===== src/design/dhks_pkg.sv =====
// dhks_pkg: shared types and constants for the double hashing key set
// used by the channel interfaces, the register block, the remainder unit and the top level
package dhks_pkg;

   localparam int KEY_W      = 31;
   localparam int REQ_W      = 2;
   localparam int SIZE_REG_W = 13;
   localparam int STEP_W     = 4;
   localparam int STEP_MOD   = 11;
   localparam int CNT_W      = 5;
   localparam int CSR_AW     = 3;
   localparam int CSR_DW     = 32;

   localparam logic [SIZE_REG_W-1:0] SIZE_RESET = 13'd4093;

   // request codes
   localparam logic [REQ_W-1:0] REQ_LOOKUP = 2'd0;
   localparam logic [REQ_W-1:0] REQ_INSERT = 2'd1;
   localparam logic [REQ_W-1:0] REQ_CLEAR  = 2'd2;

   // register word indexes
   localparam logic REG_TABLE_SIZE = 1'b0;

   typedef enum logic [2:0] {
      ST_CLEAR,
      ST_IDLE,
      ST_DIV,
      ST_STEP,
      ST_READ,
      ST_CHECK,
      ST_RESP
   } st_type;

   typedef struct packed {
      logic start;
      logic key_pass;
   } rem_cmd_type;

endpackage


===== src/design/dhks_csr.sv =====
// dhks_csr: apb register block holding table_size and giving the clamped slot count
// depends on dhks_pkg
module dhks_csr import dhks_pkg::*; #(
   parameter int TABLE_DEPTH = 4096,
   parameter int SW          = 13
) (
   input  logic              clock,
   input  logic              reset,
   input  logic              psel,
   input  logic              penable,
   input  logic              pwrite,
   input  logic [CSR_AW-1:0] paddr,
   input  logic [CSR_DW-1:0] pwdata,
   output logic [CSR_DW-1:0] prdata,
   output logic              pready,
   output logic [SW-1:0]     size
);

   localparam int CW = (SW > SIZE_REG_W) ? SW : SIZE_REG_W;

   logic [SIZE_REG_W-1:0] tsize_ff, tsize_in;
   logic [CW-1:0]         ext;
   logic [CW-1:0]         clamped;
   logic                  wr_en;

   assign pready = 1'b1;
   assign wr_en  = psel && penable && pwrite && (paddr[CSR_AW-1:2] == REG_TABLE_SIZE);

   always_comb begin
      tsize_in = tsize_ff;
      if (wr_en) begin
         tsize_in = pwdata[SIZE_REG_W-1:0];
      end
   end

   always_ff @(posedge clock) begin
      if (reset) begin
         tsize_ff <= SIZE_RESET;
      end else begin
         tsize_ff <= tsize_in;
      end
   end

   always_comb begin
      ext = CW'(tsize_ff);
      priority if (ext == '0) begin
         clamped = CW'(1);
      end else if (ext > CW'(TABLE_DEPTH)) begin
         clamped = CW'(TABLE_DEPTH);
      end else begin
         clamped = ext;
      end
   end

   assign size = clamped[SW-1:0];

   always_comb begin
      prdata = '0;
      if (paddr[CSR_AW-1:2] == REG_TABLE_SIZE) begin
         prdata = CSR_DW'(tsize_ff);
      end
   end

endmodule


===== config.mk =====
export PLATFORM = sky130hd
export DESIGN_NAME = dhks_csr
export DESIGN_NICKNAME = d
export VERILOG_FILES = /design/src/design/dhks_pkg.sv /design/src/design/dhks_csr.sv
export SDC_FILE = /design/constraint.sdc
export NUM_CORES = 1
export LEC_CHECK = 0
export ABC_CLOCK_PERIOD_IN_PS = 3400
export BUFFER_PORTS_ARGS = -buffer_cell sky130_fd_sc_hd__buf_2
export CORE_UTILIZATION = 38
export CTS_CLUSTER_SIZE = 16
export DETAILED_ROUTE_END_ITERATION = 7
export GPL_ROUTABILITY_DRIVEN = 0
export PLACE_DENSITY = 0.92
export SETUP_SLACK_MARGIN = 0.05
export SLEW_MARGIN = 10
export SYNTH_ARGS = -nofsm -noshare
export SYNTH_HDL_FRONTEND = slang
export SYNTH_SLANG_ARGS = --single-unit

===== constraint.sdc =====
create_clock -name clock -period 3.4 [get_ports clock]
set_clock_uncertainty 0.15 [all_clocks]
set_input_delay 0.68 -clock clock [delete_from_list [all_inputs] [get_ports clock]]
set_output_delay 0.68 -clock clock [all_outputs]
set_load 0.03 [all_outputs]

# == Yosys cells after proc, flatten, opt, wreduce, memory -nomap -nowiden ==
# Cells that the tools add are included.
# word_totals
inputBits,40
ff_bits,13
word_cells,10
# classes
n_lt_le_gt_ge,1
muxes,3
reduce_logical,4
bitwise_logic,1
# op_table
cell,count
2-to-1 mux 13 bit,3
"greater-than comparator 13 bit, second input constant",1
zero test 13 bit,1
logical AND 1 bit,3
inverter 1 bit,1

# == Depth between registers and ports, before layout ==
# logic_depth
depth_word,3
mapped_depth,4
ltp_nobuf,3

# == Worst setup path before layout ==
# Ideal clock, no wire load.
# synth_timing
path_kind,input port to output port
start,input paddr[2]
end,output prdata[10]
slack_ns,1.248
stages,2
arrival_time_ns,1.322
path_cell_list,clkbuf_1 > nor2b_1
# synth_between
elab_chain_cells,1
# synth_rtl
item,line_no,rtl
"start, declared",dhks_csr.sv:12,"input logic [CSR_AW-1:0] paddr,"
2-to-1 mux 13 bit,dhks_csr.sv:59,if (paddr[CSR_AW-1:2] == REG_TABLE_SIZE) begin
"end, declared",dhks_csr.sv:14,"output logic [CSR_DW-1:0] prdata,"
# No other way between the ends.

# == Worst setup path in the final report ==
# layout_timing
start,input paddr[2]
end,output prdata[1]
# Same word-level chain as after synthesis.

==> results by group <==
Die
  • Num rows: 16
  • Width of the die: 49.32 um
  • Area inside the core boundary: 2042 sq um
  • Die footprint: 2432 sq um
  • Initial core utilization: 0.4167
  • Count of pins on the block boundary: 86
  • Die span in y: 49.32 um

Placed design
  • Hpwl dp: 1411 um
  • Setup WS pre-CTS: 1237 ps
  • Count of input and output buffers: 44
  • Placed Area: 991.0 sq um

Synth
  • Post-synthesis cell count: 111
  • Avg Inst Size Synth: 7.665 sq um
  • Number of flops mapped to enable cells by yosys: 0
  • Fraction of synthesis flops using an asynchronous set or reset pin: 0
  • Netlist area before placement: 850.8 sq um
  • Distinct cell type count after synthesis: 18
  • Sequential-to-total area share from yosys stat: 0.3059
  • Ys Warns: 0
  • Dominant register cell in the synthesized netlist: sky130_fd_sc_hd__dfxtp_1
  • Register bit count reported by yosys: 13

Detailed routing
  • Detail-routed net length per standard cell: 10.16 um
  • Antenna Nets Post-Route: 0
  • DRC marker count from the first detailed-route iteration: 4
  • Remaining design rule violation count: 0
  • TritonRoute pass-1 iters: 3
  • Total via count in the routed design: 784
  • Detailed-route wire length: 1808 um
  • Via density per instance: 4.404

STA
  • Relative slew slack: 0.6315
  • Final worst-path setup slack: 1244 ps
  • Fin Setup TNS: 0 ps
  • Fmax: 0.4639 GHz
  • Minimum hold slack: 343.8 ps
  • Number of max-slew violations in the final report: 0
  • Post-layout min period: 2156 ps
  • Number of hold-slack violations in the final timing report: 0
  • RSZ-0062 raised after global routing: no
  • Period utilisation layout: 0.6340
  • Transition time at the pin with the least slew margin: 549.8 ps
  • Final setup violating endpoints: 0

Power
  • Power spent charging and discharging nets: 139.7 uW
  • Logic gate share of total power: 0.308
  • Leakage power: 0.0005191 uW
  • Peak supply drop: 132.0 uV
  • Overall power after layout: 373.7 uW
  • Internal power consumption: 234.0 uW
  • Fraction of power consumed by the clock network: 0.257
  • Flop pwr share: 0.435
  • Total power density per cell area: 367.4 nW/um^2
  • Switching part of the total: 0.3738

Setup path
  • Type of the worst setup path: input port to output port
  • Kind of start point of the critical path: input port
  • Arr. time, crit path: 1330 ps
  • Highest net fanout along the worst path: 15
  • Setup crit end kind: output port
  • Required time of the critical path: 2570 ps

GRT
  • Initial antenna violation count: 0
  • All-Layer GR Usage: 0.1556
  • Total global routing overflow: 0
  • Wire length of the first global-routing pass: 2856 um
  • Number of global-route vias before repair: 661
  • Pin count of the biggest net entering global routing: 16

Clocking
  • Quantity of hold-fixing buffers added after cts: 0
  • Total clock buffers created by CTS: 3
  • CTS tree: yes
  • Clk root buf: sky130_fd_sc_hd__clkbuf_4
  • Maximum root-to-sink buffer count: 2
  • Level count of the clock H-tree: 1
  • Clock sink count: 13
  • Gates resized, CTS repair: 0
  • Reg clk slew, reported paths: 80 ps
  • Clock latency at the later pin of the worst-skew pair: 280 ps
  • Post-CTS setup-driven buffer insertion count: 0

Hold path
  • Hold Path Class: register to register

Cells and area
  • Layout area overhead: 19.56%
  • Ant diodes: 0
  • Layout Cell Area excl Fill: 1017 sq um
  • Number of inserted filler cells in the final layout: 203
  • Nets@finish: 192
  • Largest register FFs: 13
  • Share of post-route cells with drive strength above 1: 0.3377

Status
  • Status: finished, final reports clean

Run
  • Max-capacitance violation count: 0
## per-stage QoR
step / std cells / util
after floorplan: 129 / -
after global placement: 174 / 0.4853
after detailed placement: 174 / 0.4853
after CTS: 178 / 0.4982
after global routing: 178 / 0.4982
final: 178 / 0.4982
## logic make-up (layout without fill, tap and decap cells)
logic type	Yosys count	after routing	synth area share
simple gates	67	67	0.4529
buf+inv	26	48	0.2132
flops	13	13	0.3059
compound gates	3	3	0.01912
other cells	2	20	0.008827
## synthesized netlist by cell type, drive strengths merged, types with 2 or more instances
cell,number,area [sq um]
and2b,8,63.82
conb,2,7.510
nor2b,16,100.1
nand3b,11,82.58
dfxtp,13,260.3
clkbuf,4,15.01
buf,22,166.4
nand2,26,97.59
a21oi,2,10.01
nor4,2,12.51
## layer usage
metal,routed length (um),vias up,track usage
li1,-,392,-
met1,718,342,0.1525
met2,864,44,0.2740
met3,179,6,0.05296
met4,46,0,0.1029
met5,0,-,0
## worst paths after layout
check / endpoint / start / cells after the start / slack (ps)
worst max-delay path: prdata[1] / paddr[2] / 3 / 1240
worst min-delay path: ext[8]$_SDFFE_PP1P_ / ext[8]$_SDFFE_PP1P_ / 2 / 340
worst max register to register: ext[12]$_SDFFE_PP0P_ / ext[12]$_SDFFE_PP0P_ / 2 / 2350
worst min register to register: ext[8]$_SDFFE_PP1P_ / ext[8]$_SDFFE_PP1P_ / 2 / 340
## layout by cell type (no fill, tap or decap)
cell type / instances
sky130_fd_sc_hd__a21oi_1: 2
sky130_fd_sc_hd__and2b_2: 3
sky130_fd_sc_hd__conb_1: 20
sky130_fd_sc_hd__nor2_1: 1
sky130_fd_sc_hd__nand2_1: 26
sky130_fd_sc_hd__a31oi_1: 1
sky130_fd_sc_hd__nand3b_1: 11
sky130_fd_sc_hd__clkbuf_4: 3
sky130_fd_sc_hd__nor4_1: 2
sky130_fd_sc_hd__nand4b_1: 1
sky130_fd_sc_hd__nor3_1: 1
sky130_fd_sc_hd__buf_2: 44
sky130_fd_sc_hd__dfxtp_1: 13
sky130_fd_sc_hd__nor2b_1: 16
sky130_fd_sc_hd__clkbuf_1: 1
sky130_fd_sc_hd__and4b_2: 1
sky130_fd_sc_hd__and2b_1: 5
## cell type report
class | count | area (sq um) | share of cell area
Multi-Input combinational cell | 90 | 476.7 | 0.4686
Sequential cell | 13 | 260.3 | 0.2558
Tap cell | 27 | 33.78 | 0.03321
Clock buffer | 4 | 26.28 | 0.02583
Timing Repair Buffer | 44 | 220.2 | 0.2165
## power by group through the flow
stage | combinational, uW | sequential (uW) | clock [uW]
2_1_floorplan | 106 | 164 | 0
3_3_place_gp | 114 | 166 | 0
3_5_place_dp | 115 | 166 | 0
4_1_cts | 115 | 163 | 96.4
5_1_grt | 122 | 164 | 103
6_report | 115 | 163 | 96.1
## critical path, stage by stage
cell                      delay (ps)
sky130_fd_sc_hd__buf_2           230
sky130_fd_sc_hd__and2b_2         240
sky130_fd_sc_hd__buf_2           170
No activity file was read; power rests on OpenSTA's default activity.
