File: src/design/dhks_pkg.sv
// dhks_pkg: shared types and constants for the double hashing key set
// used by the channel interfaces, the register block, the remainder unit and the top level
package dhks_pkg;

   localparam int KEY_W      = 31;
   localparam int REQ_W      = 2;
   localparam int SIZE_REG_W = 13;
   localparam int STEP_W     = 4;
   localparam int STEP_MOD   = 11;
   localparam int CNT_W      = 5;
   localparam int CSR_AW     = 3;
   localparam int CSR_DW     = 32;

   localparam logic [SIZE_REG_W-1:0] SIZE_RESET = 13'd4093;

   // request codes
   localparam logic [REQ_W-1:0] REQ_LOOKUP = 2'd0;
   localparam logic [REQ_W-1:0] REQ_INSERT = 2'd1;
   localparam logic [REQ_W-1:0] REQ_CLEAR  = 2'd2;

   // register word indexes
   localparam logic REG_TABLE_SIZE = 1'b0;

   typedef enum logic [2:0] {
      ST_CLEAR,
      ST_IDLE,
      ST_DIV,
      ST_STEP,
      ST_READ,
      ST_CHECK,
      ST_RESP
   } st_type;

   typedef struct packed {
      logic start;
      logic key_pass;
   } rem_cmd_type;

endpackage

File: src/design/dhks_rem_unit.sv
// dhks_rem_unit: bit-serial restoring remainder unit, one dividend bit per cycle
// gives dividend mod divisor and, folded alongside, key mod 11; depends on dhks_pkg
module dhks_rem_unit import dhks_pkg::*; #(
   parameter int SW = 13
) (
   input  logic              clock,
   input  logic              reset,
   input  rem_cmd_type       cmd,
   input  logic [KEY_W-1:0]  dividend,
   input  logic [SW-1:0]     divisor,
   output logic              done,
   output logic [SW-1:0]     rem,
   output logic [STEP_W-1:0] rem11
);

   localparam int FOLD_W = 12;

   logic              busy_ff, busy_in;
   logic              done_ff, done_in;
   logic [CNT_W-1:0]  cnt_ff, cnt_in;
   logic [KEY_W-1:0]  div_ff, div_in;
   logic [SW-1:0]     rem_ff, rem_in;
   logic [STEP_W-1:0] r11_ff, r11_in;
   logic [FOLD_W-1:0] fold_ff, fold_in;
   logic [SW:0]       trial;

   // 2**10 is 1 mod 11, so the 10-bit chunks of the key simply add up
   function automatic logic [FOLD_W-1:0] fold_key(input logic [KEY_W-1:0] k);
      return FOLD_W'(k[9:0]) + FOLD_W'(k[19:10]) + FOLD_W'(k[29:20]) +
             FOLD_W'(k[KEY_W-1]);
   endfunction

   // fold once more, then 32 is -1 mod 11, leaving a value of 1 to 64
   function automatic logic [STEP_W-1:0] mod11_fold(input logic [FOLD_W-1:0] s);
      logic [10:0] x;
      logic [6:0]  y;
      logic [6:0]  r;
      x = 11'(s[9:0]) + 11'(s[FOLD_W-1:10]);
      y = 7'(x[4:0]) + 7'(3 * STEP_MOD) - 7'(x[10:5]);
      priority if (y >= 7'(5 * STEP_MOD)) begin
         r = y - 7'(5 * STEP_MOD);
      end else if (y >= 7'(4 * STEP_MOD)) begin
         r = y - 7'(4 * STEP_MOD);
      end else if (y >= 7'(3 * STEP_MOD)) begin
         r = y - 7'(3 * STEP_MOD);
      end else if (y >= 7'(2 * STEP_MOD)) begin
         r = y - 7'(2 * STEP_MOD);
      end else if (y >= 7'(STEP_MOD)) begin
         r = y - 7'(STEP_MOD);
      end else begin
         r = y;
      end
      return r[STEP_W-1:0];
   endfunction

   assign trial = {rem_ff, div_ff[KEY_W-1]};

   always_comb begin
      busy_in = busy_ff;
      done_in = 1'b0;
      cnt_in  = cnt_ff;
      div_in  = div_ff;
      rem_in  = rem_ff;
      r11_in  = r11_ff;
      fold_in = fold_ff;
      if (cmd.start) begin
         busy_in = 1'b1;
         cnt_in  = cmd.key_pass ? CNT_W'(KEY_W) : CNT_W'(STEP_W);
         div_in  = dividend;
         rem_in  = '0;
         if (cmd.key_pass) begin
            fold_in = fold_key(dividend);
         end
      end else if (busy_ff) begin
         div_in = {div_ff[KEY_W-2:0], 1'b0};
         if (trial >= {1'b0, divisor}) begin
            rem_in = SW'(trial - {1'b0, divisor});
         end else begin
            rem_in = trial[SW-1:0];
         end
         r11_in = mod11_fold(fold_ff);
         cnt_in = cnt_ff - 1'b1;
         if (cnt_ff == CNT_W'(1)) begin
            busy_in = 1'b0;
            done_in = 1'b1;
         end
      end
   end

   always_ff @(posedge clock) begin
      if (reset) begin
         busy_ff <= 1'b0;
         done_ff <= 1'b0;
         cnt_ff  <= '0;
      end else begin
         busy_ff <= busy_in;
         done_ff <= done_in;
         cnt_ff  <= cnt_in;
      end
   end

   always_ff @(posedge clock) begin
      div_ff  <= div_in;
      rem_ff  <= rem_in;
      r11_ff  <= r11_in;
      fold_ff <= fold_in;
   end

   assign done  = done_ff;
   assign rem   = rem_ff;
   assign rem11 = r11_ff;

endmodule

File: config.mk
export PLATFORM = sky130hd
export DESIGN_NAME = dhks_rem_unit
export DESIGN_NICKNAME = d
export VERILOG_FILES = /design/src/design/dhks_pkg.sv /design/src/design/dhks_rem_unit.sv
export SDC_FILE = /design/constraint.sdc
export NUM_CORES = 1
export LEC_CHECK = 0
export ABC_AREA = 1
export BUFFER_PORTS_ARGS = -buffer_cell sky130_fd_sc_hd__buf_2
export CAP_MARGIN = 25
export CORE_UTILIZATION = 40
export DETAILED_ROUTE_END_ITERATION = 7
export HOLD_SLACK_MARGIN = 0.03
export PLACE_DENSITY_LB_ADDON = 0.1
export SYNTH_ARGS = -nofsm -noshare
export SYNTH_HDL_FRONTEND = slang
export SYNTH_SLANG_ARGS = --single-unit
File: constraint.sdc
create_clock -name clock -period 6.89 [get_ports clock]
set_input_delay 1.0335 -clock clock [delete_from_list [all_inputs] [get_ports clock]]
set_output_delay 1.0335 -clock clock [all_outputs]
set_load 0.05 [all_outputs]
Yosys cells after proc, flatten, opt, wreduce, memory -nomap -nowiden
Cells that the tools add are included.
{"block": "classes", "addsub": 13, "n_lt_le_gt_ge": 6, "eq_ne": 1, "n_mux": 15, "bitwise": 2, "reduce_logical": 4}
{"operator": "31-bit 2-to-1 mux", "n": 2}
{"operator": "7-bit by 6-bit greater-or-equal comparator with 1-bit output (second input constant)", "n": 3}
{"operator": "4-bit 2-to-1 mux", "n": 5}
{"operator": "5-bit 2-to-1 mux", "n": 3}
{"operator": "14-bit by 13-bit greater-or-equal comparator with 1-bit output", "n": 1}
{"operator": "13-bit 2-to-1 mux", "n": 1}
{"operator": "13-bit subtractor", "n": 1}
{"operator": "11-bit by 10-bit adder with 12-bit output", "n": 1}
{"operator": "12-bit by 1-bit adder with 12-bit output", "n": 1}
{"operator": "10-bit by 10-bit adder with 11-bit output", "n": 1}
{"operator": "10-bit by 2-bit adder with 11-bit output", "n": 1}
{"operator": "4-bit by 3-bit subtractor with 4-bit output (second input constant)", "n": 2}
{"operator": "4-bit subtractor (second input constant)", "n": 2}
{"operator": "5-bit by 6-bit adder with 7-bit output (second input constant)", "n": 1}
{"operator": "7-bit by 4-bit greater-or-equal comparator with 1-bit output (second input constant)", "n": 1}
{"operator": "7-bit by 5-bit greater-or-equal comparator with 1-bit output (second input constant)", "n": 1}
{"operator": "7-bit by 6-bit subtractor with 7-bit output", "n": 1}
{"operator": "5-bit by 1-bit equality test with 1-bit output (second input constant)", "n": 1}
{"operator": "5-bit by 1-bit subtractor with 5-bit output (second input constant)", "n": 1}
{"operator": "1-bit 2-to-1 mux", "n": 4}
{"operator": "2-bit AND reduction", "n": 2}
{"operator": "4-bit by 1-bit subtractor with 4-bit output (second input constant)", "n": 1}
{"operator": "3-bit OR reduction", "n": 1}
{"operator": "1-bit NOT", "n": 2}
{"operator": "2-bit nonzero test", "n": 1}
{"block": "totals", "regBits": 67}

Depth between registers and ports, before layout
{"block": "depth", "depth_word": 9, "ltp_mapped": 26}

Worst setup path before layout
Ideal clock, no wire load.
{"block": "synth_path", "path_kind": "register -> register", "from": "register fold_ff[0]", "to": "register r11_ff[0] (netlist: rem11[0]), data pin", "setup_ps": 254, "t_arrival_ps": 3614, "required_ps": 6636, "setup_slack_ps": 3022, "path_stages_with_launch": 20, "path_buffers": 0, "period_less_slack_ps": 3868, "path_cell_list": "edfxtp_1 ha_1 fa_1 nand2_1 xor2_1 ha_1 inv_1 ha_1 inv_1 fa_1 inv_2 ha_1 or2_4 nand2_2 nand3_4 o21ai_2 nand2_1 nand2_1 xor2_1 inv_1"}
{"block": "synth_between", "elab_chain_cells": 9, "elab_cells_between_ends": 18, "classes_between": "add/sub (8); order compare (5); mux (5)"}
{"item": "start, declared", "line": "dhks_rem_unit.sv:24", "rtl": "logic [FOLD_W-1:0] fold_ff, fold_in;"}
{"item": "start signal, assigned", "line": "dhks_rem_unit.sv:106", "rtl": "fold_ff <= fold_in;"}
{"item": "10-bit by 2-bit adder with 11-bit output *", "line": "dhks_rem_unit.sv:38", "rtl": "x = 11'(s[9:0]) + 11'(s[FOLD_W-1:10]);"}
{"item": "5-bit by 6-bit adder with 7-bit output", "line": "dhks_rem_unit.sv:39", "rtl": "y = 7'(x[4:0]) + 7'(3 * STEP_MOD) - 7'(x[10:5]);"}
{"item": "7-bit by 6-bit subtractor with 7-bit output *", "line": "dhks_rem_unit.sv:39"}
{"item": "7-bit by 4-bit greater-or-equal comparator with 1-bit output / 4-bit subtractor (equally long branches)", "line": "dhks_rem_unit.sv:48, dhks_rem_unit.sv:49"}
{"item": "4-bit 2-to-1 mux", "line": "dhks_rem_unit.sv:48", "rtl": "end else if (y >= 7'(STEP_MOD)) begin"}
{"item": "4-bit 2-to-1 mux", "line": "dhks_rem_unit.sv:46", "rtl": "end else if (y >= 7'(2 * STEP_MOD)) begin"}
{"item": "4-bit 2-to-1 mux", "line": "dhks_rem_unit.sv:44", "rtl": "end else if (y >= 7'(3 * STEP_MOD)) begin"}
{"item": "4-bit 2-to-1 mux", "line": "dhks_rem_unit.sv:42", "rtl": "end else if (y >= 7'(4 * STEP_MOD)) begin"}
{"item": "4-bit 2-to-1 mux *", "line": "dhks_rem_unit.sv:40", "rtl": "priority if (y >= 7'(5 * STEP_MOD)) begin"}
{"item": "end signal, assigned", "line": "dhks_rem_unit.sv:105", "rtl": "r11_ff <= r11_in;"}
{"item": "end, declared", "line": "dhks_rem_unit.sv:23", "rtl": "logic [STEP_W-1:0] r11_ff, r11_in;"}
Every way passes the cells marked *; elsewhere a longest branch is shown, timed or not.
A chain may end at the register's enable or synchronous reset.

Worst setup path in the final report
{"block": "layout_path", "from": "register fold_ff[0]", "to": "register r11_ff[3] (netlist: rem11[3]), data pin"}
Same word-level chain as after synthesis.

==> reports/qor.txt <==
final core utilization: 0.484
number of resized instances in the post-cts repair step: 0
Worst setup EP type: flip-flop
Clock Tree Root: sky130_fd_sc_hd__clkbuf_16
worst hold margin: 0.487 ns
number of filler cells placed in the layout: 1,208
commonest cells after routing, fill and taps aside: sky130_fd_sc_hd__nand2_1 (214), sky130_fd_sc_hd__inv_1 (65), sky130_fd_sc_hd__buf_2 (65)
vias in the first global route: 4,121
aggregate negative setup slack: 0 ns
worst-path cell with the longest stage delay: sky130_fd_sc_hd__fa_1
critical setup path kind: flip-flop to flip-flop
ys flop type: sky130_fd_sc_hd__edfxtp_1
sequential area share after synthesis: 0.358
outcome: complete, no violations
most frequent standard cell in the layout excluding fill and tap cells: sky130_fd_sc_hd__nand2_1
# setup viols final: 0
highest clock frequency the design can meet: 237 MHz
largest incremental delay on the critical path: 0.64 ns
Worst Skew: 0.00512 ns
mux share of post-synthesis cell area: 0
number of instances in the synthesized netlist: 623
placer's final routability congestion estimate: 0.883
unrepaired setup endpoints after global routing: false
total count of max-transition violations in the final report: 0
final instance area: 5890 um2
count of endpoints failing hold in the final timing report: 0
highest ir drop seen on vdd: 0.147 mV
antenna violations before repair: 0
buffer and inverter count on the worst path: 2
core area: 12,200 um2
FF/Latch Area: 1810 um2
fraction of final layout cells with drive strength greater than 1: 0.158
number of nets produced by synthesis: 734
final routed DRC violation total: 0
average footprint of a synthesized cell: 8.12 um2
final-stage net count: 802
Critical Path Source Type: flip-flop
mapped cell area: 5060 um2
Worst Max-Slew Pin Slew: 0.891 ns
number of buffer cells added on primary ports: 65
effective utilization at floorplan: 0.416
std cell rows: 40
clock tree from TritonCTS: yes
dominant combinational cell family by area after synthesis: simple AND/OR/NAND/NOR gates
Synth area leader: sky130_fd_sc_hd__edfxtp_1
power per cell area: 368 nW/um2
Synth Area in XOR/XNOR: 0.0604
area added between synthesis and finish: 16.5%
largest net degree at the start of global routing: 37
Total GRT Usage: 0.188
distinct cell type count after synthesis: 40
LEAKAGE: 0.00295 uW
total of max-cap violations: 0
critical path data arrival time: 4.30 ns
Die Footprint: 13,100 um2
H-tree depth: 3
Synth Area in Simple Gates: 0.243
number of DRC markers in iteration 0: 248
complex-gate fraction of the synthesized area: 0.100
Ports: 66
Post-CTS Setup Bufs: 0
share of synthesized registers carrying an async set or reset: 0
remaining global-route overflow: 0
CTS buffer count: 9
area after detailed placement: 5570 um2
number of synthesized register bits: 67
number of vias in the routed layout: 4,227
Detailed Route WL: 11,300 um
Relative slew margins: 0.405
area of the multi-input gates: 2930 um2
Vias/cell: 4.89
Critical Path RT: 6.97 ns
Most Frequent Cell on Critical Path: sky130_fd_sc_hd__nand2_1
cts hold-fix bufs: 0
clk sinks: 67
CP Cell Sequence: ha_1, fa_1, nand2_1, xor2_1, ha_1, inv_1, ha_1, inv_1, fa_1, ha_1, a21oi_2, o21ai_0, nor2_2, nand3_2, nand2_1, nand2_1, nand2_1, nand2_1, nand2_1, nand3_1, nand2_1, nand2_1
overall power of the completed layout: 2170 uW
wire per inst: 13.1 um
YS warnings: 0
clock input transition at the sequential cells of the worst setup and hold paths: 0.06 ns
Antenna Nets Post-Route: 0
maximum fanout count along the critical path: 10
wire length of the first global-routing pass: 19,200 um
width of the chip: 114 um
Clk Latency, worst-skew pair: 0.33 ns
count of inserted antenna diode cells: 0
class of the worst hold path: flip-flop to flip-flop
DIE HEIGHT: 114 um
final critical path time including I/O delays and setup: 4.22 ns
clock buffer depth: 2
detailed-routing iteration count for the pre-antenna-repair pass: 5
adder-cell share of the synthesized area: 0.177
area share of the leading cell type in the synthesized netlist: 0.279
ratio of final minimum period to clock period: 0.612
EDFF count, synth: 47
sum of net half-perimeters after detailed placement: 8950 um
top post-synthesis cells by area: sky130_fd_sc_hd__edfxtp_1 (28%), sky130_fd_sc_hd__nand2_1 (16%), sky130_fd_sc_hd__ha_1 (12%)
kind of cell adding the most delay to the critical path: adder cells
-- registers in the layout (all words and copies together), names as in the netlist --
name	cells
rem	13
done	1
div_ff	31
busy_ff	1
fold_ff	12
cnt_ff	5
rem11	4
-- routing by layer --
| layer | wire, um | part of all wire | track usage |
|---|---|---|---|
| met3 | 599 | 0.053 | 0.0498 |
| met4 | 107 | 0.0094 | 0.0390 |
| met1 | 5410 | 0.48 | 0.247 |
| met5 | 0 | 0 | 0 |
| met2 | 5230 | 0.46 | 0.312 |
-- power by group --
group          switching, uW  internal [uW]  total, uW
combinational            728            415       1140
sequential              19.0            517        536
clock                    164            327        491
-- path summary, 6_finish.rpt --
check                           slack [ns]            startpoint                    to  cells after the start
worst max register to register        2.67  fold_ff[0]$_DFFE_PP_    rem11[3]$_DFFE_PP_                     22
worst min-delay path                  0.49  rem[10]$_SDFFE_PP0P_  rem[10]$_SDFFE_PP0P_                      2
worst max-delay path                  2.67  fold_ff[0]$_DFFE_PP_    rem11[3]$_DFFE_PP_                     22
worst min register to register        0.49  rem[10]$_SDFFE_PP0P_  rem[10]$_SDFFE_PP0P_                      2
-- per-stage QoR --
stage          worst slack (ns)  std cells
5_1_grt                    2.38        864
3_5_place_dp               2.69        848
4_1_cts                    2.67        864
3_3_place_gp               2.80        848
6_report                   2.67        864
2_1_floorplan              3.02        623
-- Yosys cell counts, types with 4 or more instances --
cell and count:
sky130_fd_sc_hd__a21oi_1 29, sky130_fd_sc_hd__nand2_2 5, sky130_fd_sc_hd__xor2_1 18, sky130_fd_sc_hd__xnor2_1 15, sky130_fd_sc_hd__inv_2 4, sky130_fd_sc_hd__dfxtp_1 20
sky130_fd_sc_hd__o21ai_0 15, sky130_fd_sc_hd__inv_1 65, sky130_fd_sc_hd__edfxtp_1 47, sky130_fd_sc_hd__nand3_1 23, sky130_fd_sc_hd__fa_1 14, sky130_fd_sc_hd__nand2_1 214
sky130_fd_sc_hd__o211ai_1 14, sky130_fd_sc_hd__nor2_1 34, sky130_fd_sc_hd__nor3_1 6, sky130_fd_sc_hd__clkbuf_1 9, sky130_fd_sc_hd__ha_1 49, sky130_fd_sc_hd__nand4_1 6
sky130_fd_sc_hd__a21o_1 6
-- final cells by class --
class / instances / share of cell area
Tap cell: 168 / 0.0357
Multi-Input combinational cell: 474 / 0.498
Sequential cell: 67 / 0.307
Timing Repair Buffer: 68 / 0.0590
Clock inverter: 4 / 0.0125
Inverter: 71 / 0.0459
Clock buffer: 12 / 0.0418
-- worst min-delay path, delay by kind of cell (launching register included) --
kind,cells,cell delay [ns]
DFF,1,0.33
and+or+nand+nor,2,0.12
-- cells by family (layout without fill, tap and decap cells) --
family,count (synthesis),in the layout
buffers and inverters,82,155
AO/OA/AOI/OAI,80,80
XOR/XNOR,34,34
flip-flops,67,67
adder cells (fa/ha/maj),63,63
AND/OR/NAND/NOR,297,297
Power figures use the tool's default switching activity.
